$ cat config.mk
export PLATFORM = sky130hd
export DESIGN_NAME = button_brightness_mode_controller
export DESIGN_NICKNAME = d
export VERILOG_FILES = /design/src/design/bbmc_pkg.sv /design/src/design/bbmc_core.sv /design/src/design/button_brightness_mode_controller.sv
export SDC_FILE = /design/constraint.sdc
export NUM_CORES = 1
export LEC_CHECK = 0
export BUFFER_PORTS_ARGS = -buffer_cell sky130_fd_sc_hd__buf_2
export CORE_ASPECT_RATIO = 1.1
export CORE_MARGIN = 4
export CORE_UTILIZATION = 55
export CTS_CLUSTER_SIZE = 8
export DETAILED_ROUTE_END_ITERATION = 16
export PLACE_DENSITY = 0.87
export SKIP_CTS_REPAIR_TIMING = 1
export SYNTH_ARGS = -nofsm -noshare
export SYNTH_HDL_FRONTEND = slang
export SYNTH_SLANG_ARGS = --single-unit
$ cat constraint.sdc
create_clock -name clk -period 5.9 [get_ports clk]
set_clock_uncertainty 0.15 [all_clocks]
set_input_delay 0.295 -clock clk [delete_from_list [all_inputs] [get_ports clk]]
set_output_delay 0.295 -clock clk [all_outputs]
set_load 0.01 [all_outputs]
$ cat src/design/bbmc_pkg.sv
// shared types, constants and lookup for the button brightness mode controller
package bbmc_pkg;

  localparam int unsigned CfgIdxW = 3;

  localparam logic [CfgIdxW-1:0] REG_SHORT_PRESS = 3'd0;
  localparam logic [CfgIdxW-1:0] REG_LONG_PRESS  = 3'd1;
  localparam logic [CfgIdxW-1:0] REG_IDLE_MIN    = 3'd2;
  localparam logic [CfgIdxW-1:0] REG_ANIM_PERIOD = 3'd3;
  localparam logic [CfgIdxW-1:0] REG_FULL_DELAY  = 3'd4;

  localparam logic [7:0] SHORT_PRESS_RST = 8'd8;
  localparam logic [7:0] LONG_PRESS_RST  = 8'd200;
  localparam logic [7:0] IDLE_MIN_RST    = 8'd15;
  localparam logic [7:0] ANIM_PERIOD_RST = 8'd50;
  localparam logic [7:0] FULL_DELAY_RST  = 8'd250;

  localparam logic [6:0] TICKS_PER_SEC = 7'd100;
  localparam logic [5:0] SEC_PER_MIN   = 6'd60;
  localparam logic [2:0] LEVEL_COUNT   = 3'd7;
  localparam logic [2:0] LAST_PHASE    = 3'd6;
  localparam logic [5:0] BAR_ALL       = 6'h3f;
  localparam logic [7:0] MIN_SAT       = 8'd255;

  typedef enum logic [1:0] {
    EV_NONE  = 2'd0,
    EV_SHORT = 2'd1,
    EV_LONG  = 2'd2
  } press_ev_t;

  typedef struct packed {
    logic [7:0] short_press_ticks;
    logic [7:0] long_press_ticks;
    logic [7:0] idle_minutes;
    logic [7:0] anim_period;
    logic [7:0] full_delay;
  } cfg_t;

  typedef struct packed {
    logic key_pressed;
    logic charger_present;
    logic voltage_flag;
  } in_item_t;

  typedef struct packed {
    logic [2:0] brightness_step;
    logic [5:0] duty_level;
    logic [5:0] led_bar;
    logic       status_led;
    logic [1:0] press_event;
    logic       sleep_request;
  } out_item_t;

  typedef struct packed {
    logic [7:0] hold_count;
    logic       long_reported;
    logic [2:0] work_level;
    logic [5:0] lamp_duty;
    logic [6:0] second_ticks;
    logic [5:0] minute_seconds;
    logic [7:0] lit_minutes;
    logic [7:0] anim_ticks;
    logic [2:0] anim_phase;
    logic [7:0] full_ticks;
    logic [5:0] led_bits;
    logic       status_bit;
  } state_t;

  function automatic logic [5:0] duty_lookup(input logic [2:0] lvl);
    logic [5:0] d;
    case (lvl)
      3'd1:    d = 6'd9;
      3'd2:    d = 6'd11;
      3'd3:    d = 6'd14;
      3'd4:    d = 6'd19;
      3'd5:    d = 6'd35;
      3'd6:    d = 6'd45;
      default: d = 6'd0;
    endcase
    return d;
  endfunction

  function automatic logic [5:0] bar_bit(input logic [2:0] lvl);
    logic [5:0] b;
    case (lvl)
      3'd1:    b = 6'h01;
      3'd2:    b = 6'h02;
      3'd3:    b = 6'h04;
      3'd4:    b = 6'h08;
      3'd5:    b = 6'h10;
      3'd6:    b = 6'h20;
      default: b = 6'h00;
    endcase
    return b;
  endfunction

endpackage

$ cat src/design/bbmc_core.sv
// per-tick state update and result computation with the state registers
module bbmc_core import bbmc_pkg::*; (
  input  logic      clk,
  input  logic      rst_n,
  input  logic      step_en,
  input  cfg_t      cfg,
  input  in_item_t  item,
  output out_item_t result
);

  state_t st_r;
  state_t st_nxt;

  always_comb begin
    state_t    s;
    press_ev_t ev;
    logic      slp;
    logic [8:0] c9;
    logic [7:0] sec_n;
    logic [6:0] mins_n;

    s      = st_r;
    ev     = EV_NONE;
    slp    = 1'b0;
    c9     = '0;
    sec_n  = '0;
    mins_n = '0;

    if (!item.charger_present) begin
      if (item.key_pressed) begin
        c9 = {1'b0, s.hold_count} + 9'd1;
        if (c9 >= {1'b0, cfg.long_press_ticks}) begin
          s.hold_count = cfg.long_press_ticks;
          if (!s.long_reported) begin
            s.long_reported = 1'b1;
            ev = EV_LONG;
          end
        end else begin
          s.hold_count = c9[7:0];
        end
      end else begin
        if (s.hold_count >= cfg.long_press_ticks) begin
          s.long_reported = 1'b0;
        end else if (s.hold_count >= cfg.short_press_ticks) begin
          ev = EV_SHORT;
        end
        s.hold_count = '0;
      end

      if (ev == EV_SHORT) begin
        if (s.work_level + 3'd1 >= LEVEL_COUNT) begin
          s.work_level = '0;
        end else begin
          s.work_level = s.work_level + 3'd1;
        end
      end else if (ev == EV_LONG) begin
        s.work_level = '0;
      end

      s.lamp_duty = duty_lookup(s.work_level);
      if (s.work_level == 3'd0) begin
        s.led_bits   = '0;
        s.status_bit = 1'b0;
        if (s.hold_count == 8'd0) begin
          s.lit_minutes = '0;
          s.lamp_duty   = '0;
          slp = 1'b1;
        end
      end else begin
        s.led_bits = s.led_bits | bar_bit(s.work_level);
      end
    end else begin
      s.lamp_duty   = '0;
      s.work_level  = '0;
      s.lit_minutes = '0;
      if (item.voltage_flag) begin
        c9 = {1'b0, s.anim_ticks} + 9'd1;
        s.status_bit = 1'b1;
        if (c9 > {1'b0, cfg.anim_period}) begin
          c9 = '0;
          if (s.anim_phase >= LAST_PHASE) begin
            s.anim_phase = '0;
          end else begin
            s.anim_phase = s.anim_phase + 3'd1;
          end
        end
        s.anim_ticks = c9[7:0];
        s.full_ticks = '0;
      end else begin
        c9 = {1'b0, s.full_ticks} + 9'd1;
        if (c9 > {1'b0, cfg.full_delay}) begin
          s.status_bit = 1'b0;
          c9 = {1'b0, cfg.full_delay};
          s.led_bits = BAR_ALL;
        end
        s.full_ticks = c9[7:0];
      end
      if (s.anim_phase == 3'd0) begin
        s.led_bits = '0;
      end else begin
        s.led_bits = s.led_bits | bar_bit(s.anim_phase);
      end
    end

    if (s.work_level != 3'd0) begin
      sec_n = {1'b0, s.second_ticks} + 8'd1;
      if (sec_n >= {1'b0, TICKS_PER_SEC}) begin
        s.second_ticks = '0;
        mins_n = {1'b0, s.minute_seconds} + 7'd1;
        if (mins_n >= {1'b0, SEC_PER_MIN}) begin
          s.minute_seconds = '0;
          if (s.lit_minutes != MIN_SAT) begin
            s.lit_minutes = s.lit_minutes + 8'd1;
          end
        end else begin
          s.minute_seconds = mins_n[5:0];
        end
      end else begin
        s.second_ticks = sec_n[6:0];
      end
      if (s.lit_minutes >= cfg.idle_minutes && s.hold_count == 8'd0) begin
        s.status_bit  = 1'b0;
        s.led_bits    = '0;
        s.lit_minutes = '0;
        s.work_level  = '0;
        s.lamp_duty   = '0;
        slp = 1'b1;
      end
    end

    st_nxt = s;
    result.brightness_step = s.work_level;
    result.duty_level      = s.lamp_duty;
    result.led_bar         = s.led_bits;
    result.status_led      = s.status_bit;
    result.press_event     = ev;
    result.sleep_request   = slp;
  end

  always_ff @(posedge clk) begin
    if (!rst_n) begin
      st_r <= '0;
    end else if (step_en) begin
      st_r <= st_nxt;
    end
  end

endmodule

$ cat src/design/button_brightness_mode_controller.sv
// top level: handshakes, configuration registers, input and result registers
// One input transaction per 10 ms tick gives one result transaction. An item
// is held in the input register and is then moved, with the state update,
// into the result register; a new item can be taken every cycle unless the
// result register is stalled, so the sustained rate is one item per clock
// while out_stall is low. The configuration port is always ready and takes a
// write whenever cfg_valid is high; writes to an index beyond the five registers are dropped.
module button_brightness_mode_controller import bbmc_pkg::*; (
  input  logic               clk,
  input  logic               rst_n,
  input  logic               in_valid,
  output logic               in_stall,
  input  in_item_t           in_data,
  output logic               out_valid,
  input  logic               out_stall,
  output out_item_t          out_data,
  input  logic               cfg_valid,
  output logic               cfg_ready,
  input  logic [CfgIdxW-1:0] cfg_index,
  input  logic [7:0]         cfg_data
);

  cfg_t      cfg_r;
  in_item_t  in_item_r;
  logic      in_valid_r;
  out_item_t out_item_r;
  logic      out_valid_r;
  out_item_t step_result;
  logic      out_free;
  logic      move;

  assign cfg_ready = 1'b1;
  assign out_free  = !out_valid_r || !out_stall;
  assign move      = in_valid_r && out_free;
  assign in_stall  = in_valid_r && !out_free;
  assign out_valid = out_valid_r;
  assign out_data  = out_item_r;

  always_ff @(posedge clk) begin
    if (!rst_n) begin
      cfg_r.short_press_ticks <= SHORT_PRESS_RST;
      cfg_r.long_press_ticks  <= LONG_PRESS_RST;
      cfg_r.idle_minutes      <= IDLE_MIN_RST;
      cfg_r.anim_period       <= ANIM_PERIOD_RST;
      cfg_r.full_delay        <= FULL_DELAY_RST;
    end else if (cfg_valid && cfg_ready) begin
      case (cfg_index)
        REG_SHORT_PRESS: cfg_r.short_press_ticks <= cfg_data;
        REG_LONG_PRESS:  cfg_r.long_press_ticks  <= cfg_data;
        REG_IDLE_MIN:    cfg_r.idle_minutes      <= cfg_data;
        REG_ANIM_PERIOD: cfg_r.anim_period       <= cfg_data;
        REG_FULL_DELAY:  cfg_r.full_delay        <= cfg_data;
        default: ;
      endcase
    end
  end

  // input register
  always_ff @(posedge clk) begin
    if (!rst_n) begin
      in_valid_r <= 1'b0;
    end else if (!in_stall) begin
      in_valid_r <= in_valid;
    end
  end

  always_ff @(posedge clk) begin
    if (in_valid && !in_stall) begin
      in_item_r <= in_data;
    end
  end

  bbmc_core u_core (
    .clk     (clk),
    .rst_n   (rst_n),
    .step_en (move),
    .cfg     (cfg_r),
    .item    (in_item_r),
    .result  (step_result)
  );

  // result register
  always_ff @(posedge clk) begin
    if (!rst_n) begin
      out_valid_r <= 1'b0;
    end else if (out_free) begin
      out_valid_r <= in_valid_r;
    end
  end

  always_ff @(posedge clk) begin
    if (move) begin
      out_item_r <= step_result;
    end
  end

endmodule
After elaboration in Yosys (flattened, before gate mapping)
Cells that the tools add are included.
{ "totals": {"reg_bits": 123, "input_bits": 19, "output_inout_bits": 22} }
{ "op_classes": {"bitwise_logic": 3, "magnitude_cmp": 10, "n_eq_ne": 22, "muxes": 60, "reduce_logical": 26, "add_sub_neg": 8} }
{ "ops": {"columns": ["operator", "count"], "rows": [
  ["one-hot mux 6 bit (6 select lines)", 3],
  ["two-way mux 8 bit", 10],
  ["two-way mux 6 bit", 11],
  ["two-way mux 9 bit", 5],
  ["two-way mux 7 bit", 5],
  ["two-way mux 30 bit", 1],
  ["two-way mux 14 bit", 2],
  ["adder 8 x 1 -> 9 bit (second input constant)", 3],
  [">= comparator 8 bit", 3],
  ["two-way mux 11 bit", 2],
  ["== test 3 bit (second input constant)", 7],
  ["== test 3 x 2 -> 1 bit (second input constant)", 6],
  ["greater-than comparator 9 x 8 -> 1 bit", 2],
  ["two-way mux 3 bit", 6],
  ["logical NOT 8 bit", 2],
  ["AND reduction 2 bit", 7],
  ["OR 6 bit", 2],
  ["two-way mux 1 bit", 10],
  ["two-way mux 2 bit", 5],
  ["== test 3 x 1 -> 1 bit (second input constant)", 3],
  [">= comparator 9 x 8 -> 1 bit", 1],
  ["logical NOT 3 bit", 3],
  ["adder 7 x 1 -> 8 bit (second input constant)", 1],
  ["adder 8 x 1 -> 8 bit (second input constant)", 1],
  ["other kinds (17)", 28]
]} }

Logic depth before layout (Yosys ltp)
{ "depth": {"ltp_word": 21, "mapped_depth": 30} }

Cells and area by module
Synthesis repeated with hierarchy kept, for this count alone.
{ "hier_totals": {"hier_cells": 944, "hier_area_um2": 8167.8} }
{ "by_module_without_submodules": {"columns": ["module", "instances", "cells_each", "area_each_um2", "seq_area_each_um2"], "rows": [
  ["bbmc_core", 1, 759, 5798.1, 1181.1],
  ["button_brightness_mode_controller", 1, 185, 2369.8, 1501.4]
]} }

Least setup slack after synthesis
OpenSTA, ideal clock, no wires.
{ "synth_timing": {"kind": "flip-flop to flip-flop", "start": "register u_core.st_r[59] in the netlist's numbering", "end": "register out_item_r (netlist bit out_data[12]) (data pin)", "setup_time_ns": 0.267, "arrival_ns": 5.750, "period_less_slack_ns": 6.167, "path_stages_with_launch": 29, "path_buffers": 3, "path_slack_ns": -0.267, "path_cell_list": "dfxtp_1 > clkbuf_1 > nand3_1 > or3_1 > nand2_1 > ha_1 > and2_1 > a221oi_1 > o211ai_2 > buf_2 > a21oi_1 > mux2_4 > o21ai_1 > nor2_1 > ha_1 > nand2_1 > nor3_1 > o21ai_1 > nand2_1 > mux2_2 > ha_1 > o21ai_0 > a21oi_1 > o21ai_0 > a311o_1 > o41ai_2 > buf_4 > nand2b_1 > a21oi_1"} }
{ "synth_lines": {"columns": ["item", "line", "rtl"], "rows": [
  ["start: declaration", "bbmc_core.sv:11", "state_t st_r;"],
  ["start signal: assignment", "bbmc_core.sv:144", "st_r <= st_nxt;"],
  ["end signal: assignment", "button_brightness_mode_controller.sv:93", "out_item_r <= step_result;"],
  ["end: declaration", "button_brightness_mode_controller.sv:26", "out_item_t out_item_r;"]
]} }

==> results.toml <==
[die]
die_w_microns = 121
die_h_microns = 132
pin_count = 41
design.die.area_sq_mm = 0.0160
core_sq_mm = 0.0138
start_util = 0.558
rows = 45

[clocking]
path_clk_slew_ns = 0.06
clock_path_buffers = 2
cts.sinks = 123
clockRootBuffer = "clkbuf_16"
htreeDepth = 4
cts_tree = "built"
clk_latency_ns = 0.44
cts_buffers = 17

[timing]
rsz0062_at_grt = "yes"
finalCritPeriodShare = 1.01
hold_violations = 1
setup_viol = 14
slew_headroom = 0.226
min_period_ns = 5.96
worst_pin_slew_ns = 1.15
setup_tns_ns = -0.551
worst_slack_ns = -0.0636
fin_hold_ws_ns = -0.0125
fmax_mhz = 168
drv_slew = 0

[pwr]
p_leak_nw = 3.72
worst_ir_drop_vdd_mv = 0.206
pwr_density_cell_mw_per_mm2 = 235

[finish]
area_growth_pct = 21.6
drive_gt1_frac = 0.184
nFillCells = 1018
final_common_cell = "nand2_1"
diodes = 0
final_nets = 1107
fin_cells = 1231
mostFrequentLayoutCells = "139 x nand2_1, 94 x dfxtp_1, 61 x nor2_1"
final_util = 0.679

[global_route]
grt_util_all_layers = 0.252
grt_max_degree = 100
grt_pass1_wl_mm = 32.9
grt_pass1_vias = 6840
antenna_found_initial = 0
grt_overflow_total = 0

[critical_path]
r2r_slack_ns = -0.06
crit_arrival_ns = 5.99
worst_path_max_delay_cell = "or4_4"
crit_buf_inv = 2
start_kind = "register"
path_max_fanout = 7
worstSetupPathType = "reg -> reg"
critical_path.top_delay_family = "compound AO/OA/AOI/OAI gates"
critical_path_required_ns = 5.93
slowest_delay_ns = 0.54
crit_path_end_kind = "register"

[yosys]
synth_seq_cells = 123
ys.flop_type = "dfxtp_1"
ys_seq_area_frac = 0.348
syn_inst = 957
synth_area_leader_cell = "dfxtp_1"
synth_cell_types = 72
netlist_area_sq_mm = 0.00770
yosys_warnings = 0
synth_top_area_share = 0.262
ys_top_cells_by_area = "dfxtp_1 26%, ha_1 9.4%, edfxtp_1 8.6%, nand2_1 6.9%, o21ai_0 4.2%"
synth.avg_cell_area_sq_um = 8.05
syn-num-nets = 1034
async_flop_share = 0
synth-edff-count = 22

[routing]
route.detailed.wl_per_inst_microns = 17.5
drt-total-wl_mm = 21.6
drc = 0
dr.pass1.iters = 7
vias = 7631
ant_nets = 0
vias_per_cell = 6.20
drtIter0Drc = 875

[worst_hold_path]
hp-class = "in -> reg"

[placed_design]
dp_hpwl_mm = 13.8
dp.cells = 1171
place.gp.congestion = 0.961
dp_slack_ns = -0.211
port_buffers = 39

[outcome]
status = "complete, but fails checks"
violations = "hold timing, setup timing"

[run]
maxCapViolations = 0
[final timing paths]
kind / startpoint / end / depth (start not counted)
worst max-delay path: u_core.st_r[59] / out_data[3] / 28
worst max register to register: u_core.st_r[59] / out_data[3] / 28
worst min-delay path: out_stall / out_valid / 3
worst min register to register: cfg_r[34] / cfg_r[34] / 2
[flip-flops by register name, summed over array words and instances, names as in the netlist]
| signal | cells |
|---|---|
| in_item_r | 3 |
| u_core.st_r | 59 |
| out_valid | 1 |
| out_data | 19 |
| cfg_r | 40 |
| in_valid_r | 1 |
[report_power, final]
| part | switching (W) | internal (W) |
|---|---|---|
| Sequential | 0.0000187 | 0.000878 |
| Clock | 0.000422 | 0.000628 |
| Combinational | 0.000153 | 0.0000990 |
| Total | 0.000593 | 0.00161 |
[kinds of logic after synthesis]
logic type | count (synthesis) | share of synthesized area
other | 1 | 0.000487
buffers and inverters | 96 | 0.0482
XOR/XNOR | 22 | 0.0250
multiplexers | 12 | 0.0169
AO/OA/AOI/OAI | 260 | 0.225
AND/OR/NAND/NOR | 385 | 0.242
flip-flops | 123 | 0.348
adder cells (fa/ha/maj) | 58 | 0.0942
[area by class of cell]
| class | instances | area (sq um) | area share |
|---|---|---|---|
| multi-input combinational | 738 | 4970 | 0.531 |
| sequential | 123 | 2710 | 0.289 |
| timing repair buffer | 97 | 663 | 0.0708 |
| clock buffer | 17 | 425 | 0.0454 |
| tap | 188 | 235 | 0.0251 |
| inverter | 53 | 199 | 0.0212 |
| clock inverter | 15 | 164 | 0.0175 |
[stage by stage]
step                power (W)  area (sq um)
floorplan             0.00105          7730
global placement      0.00112          8210
detailed placement    0.00113          8210
CTS                   0.00216          8800
global route          0.00227          9360
finish                0.00220          9360
[routing by layer]
metal	GRT usage	share of wire	vias to the layer above
li1	-	-	3608
met1	0.320	0.41	3525
met2	0.400	0.47	396
met3	0.0575	0.077	102
met4	0.128	0.046	0
met5	0	0	-
[worst min-delay path, delay by kind of cell]
kind            cells  cell delay, ns
buf+inv             1            0.09
simple gates        1            0.09
compound gates      1            0.06
[Yosys cell counts, drive strengths merged (5+ instances only)]
cell type,n
nand2,142
dfxtp,101
o21ai,68
nor2,66
ha,58
inv,52
a21oi,43
clkbuf,37
a21boi,34
nand3,34
nor2b,27
nor3,23
edfxtp,22
o211ai,22
and3,21
nand4,14
a31oi,13
and2,13
nand2b,12
xnor2,12
a22oi,11
xor2,10
mux2i,7
nor3b,7
a22o,6
buf,6
o21a,6
or2,6
a2111oi,5
a211oi,5
mux2,5
o221ai,5
o22ai,5
o31ai,5
(Power assumes the default switching activity.)
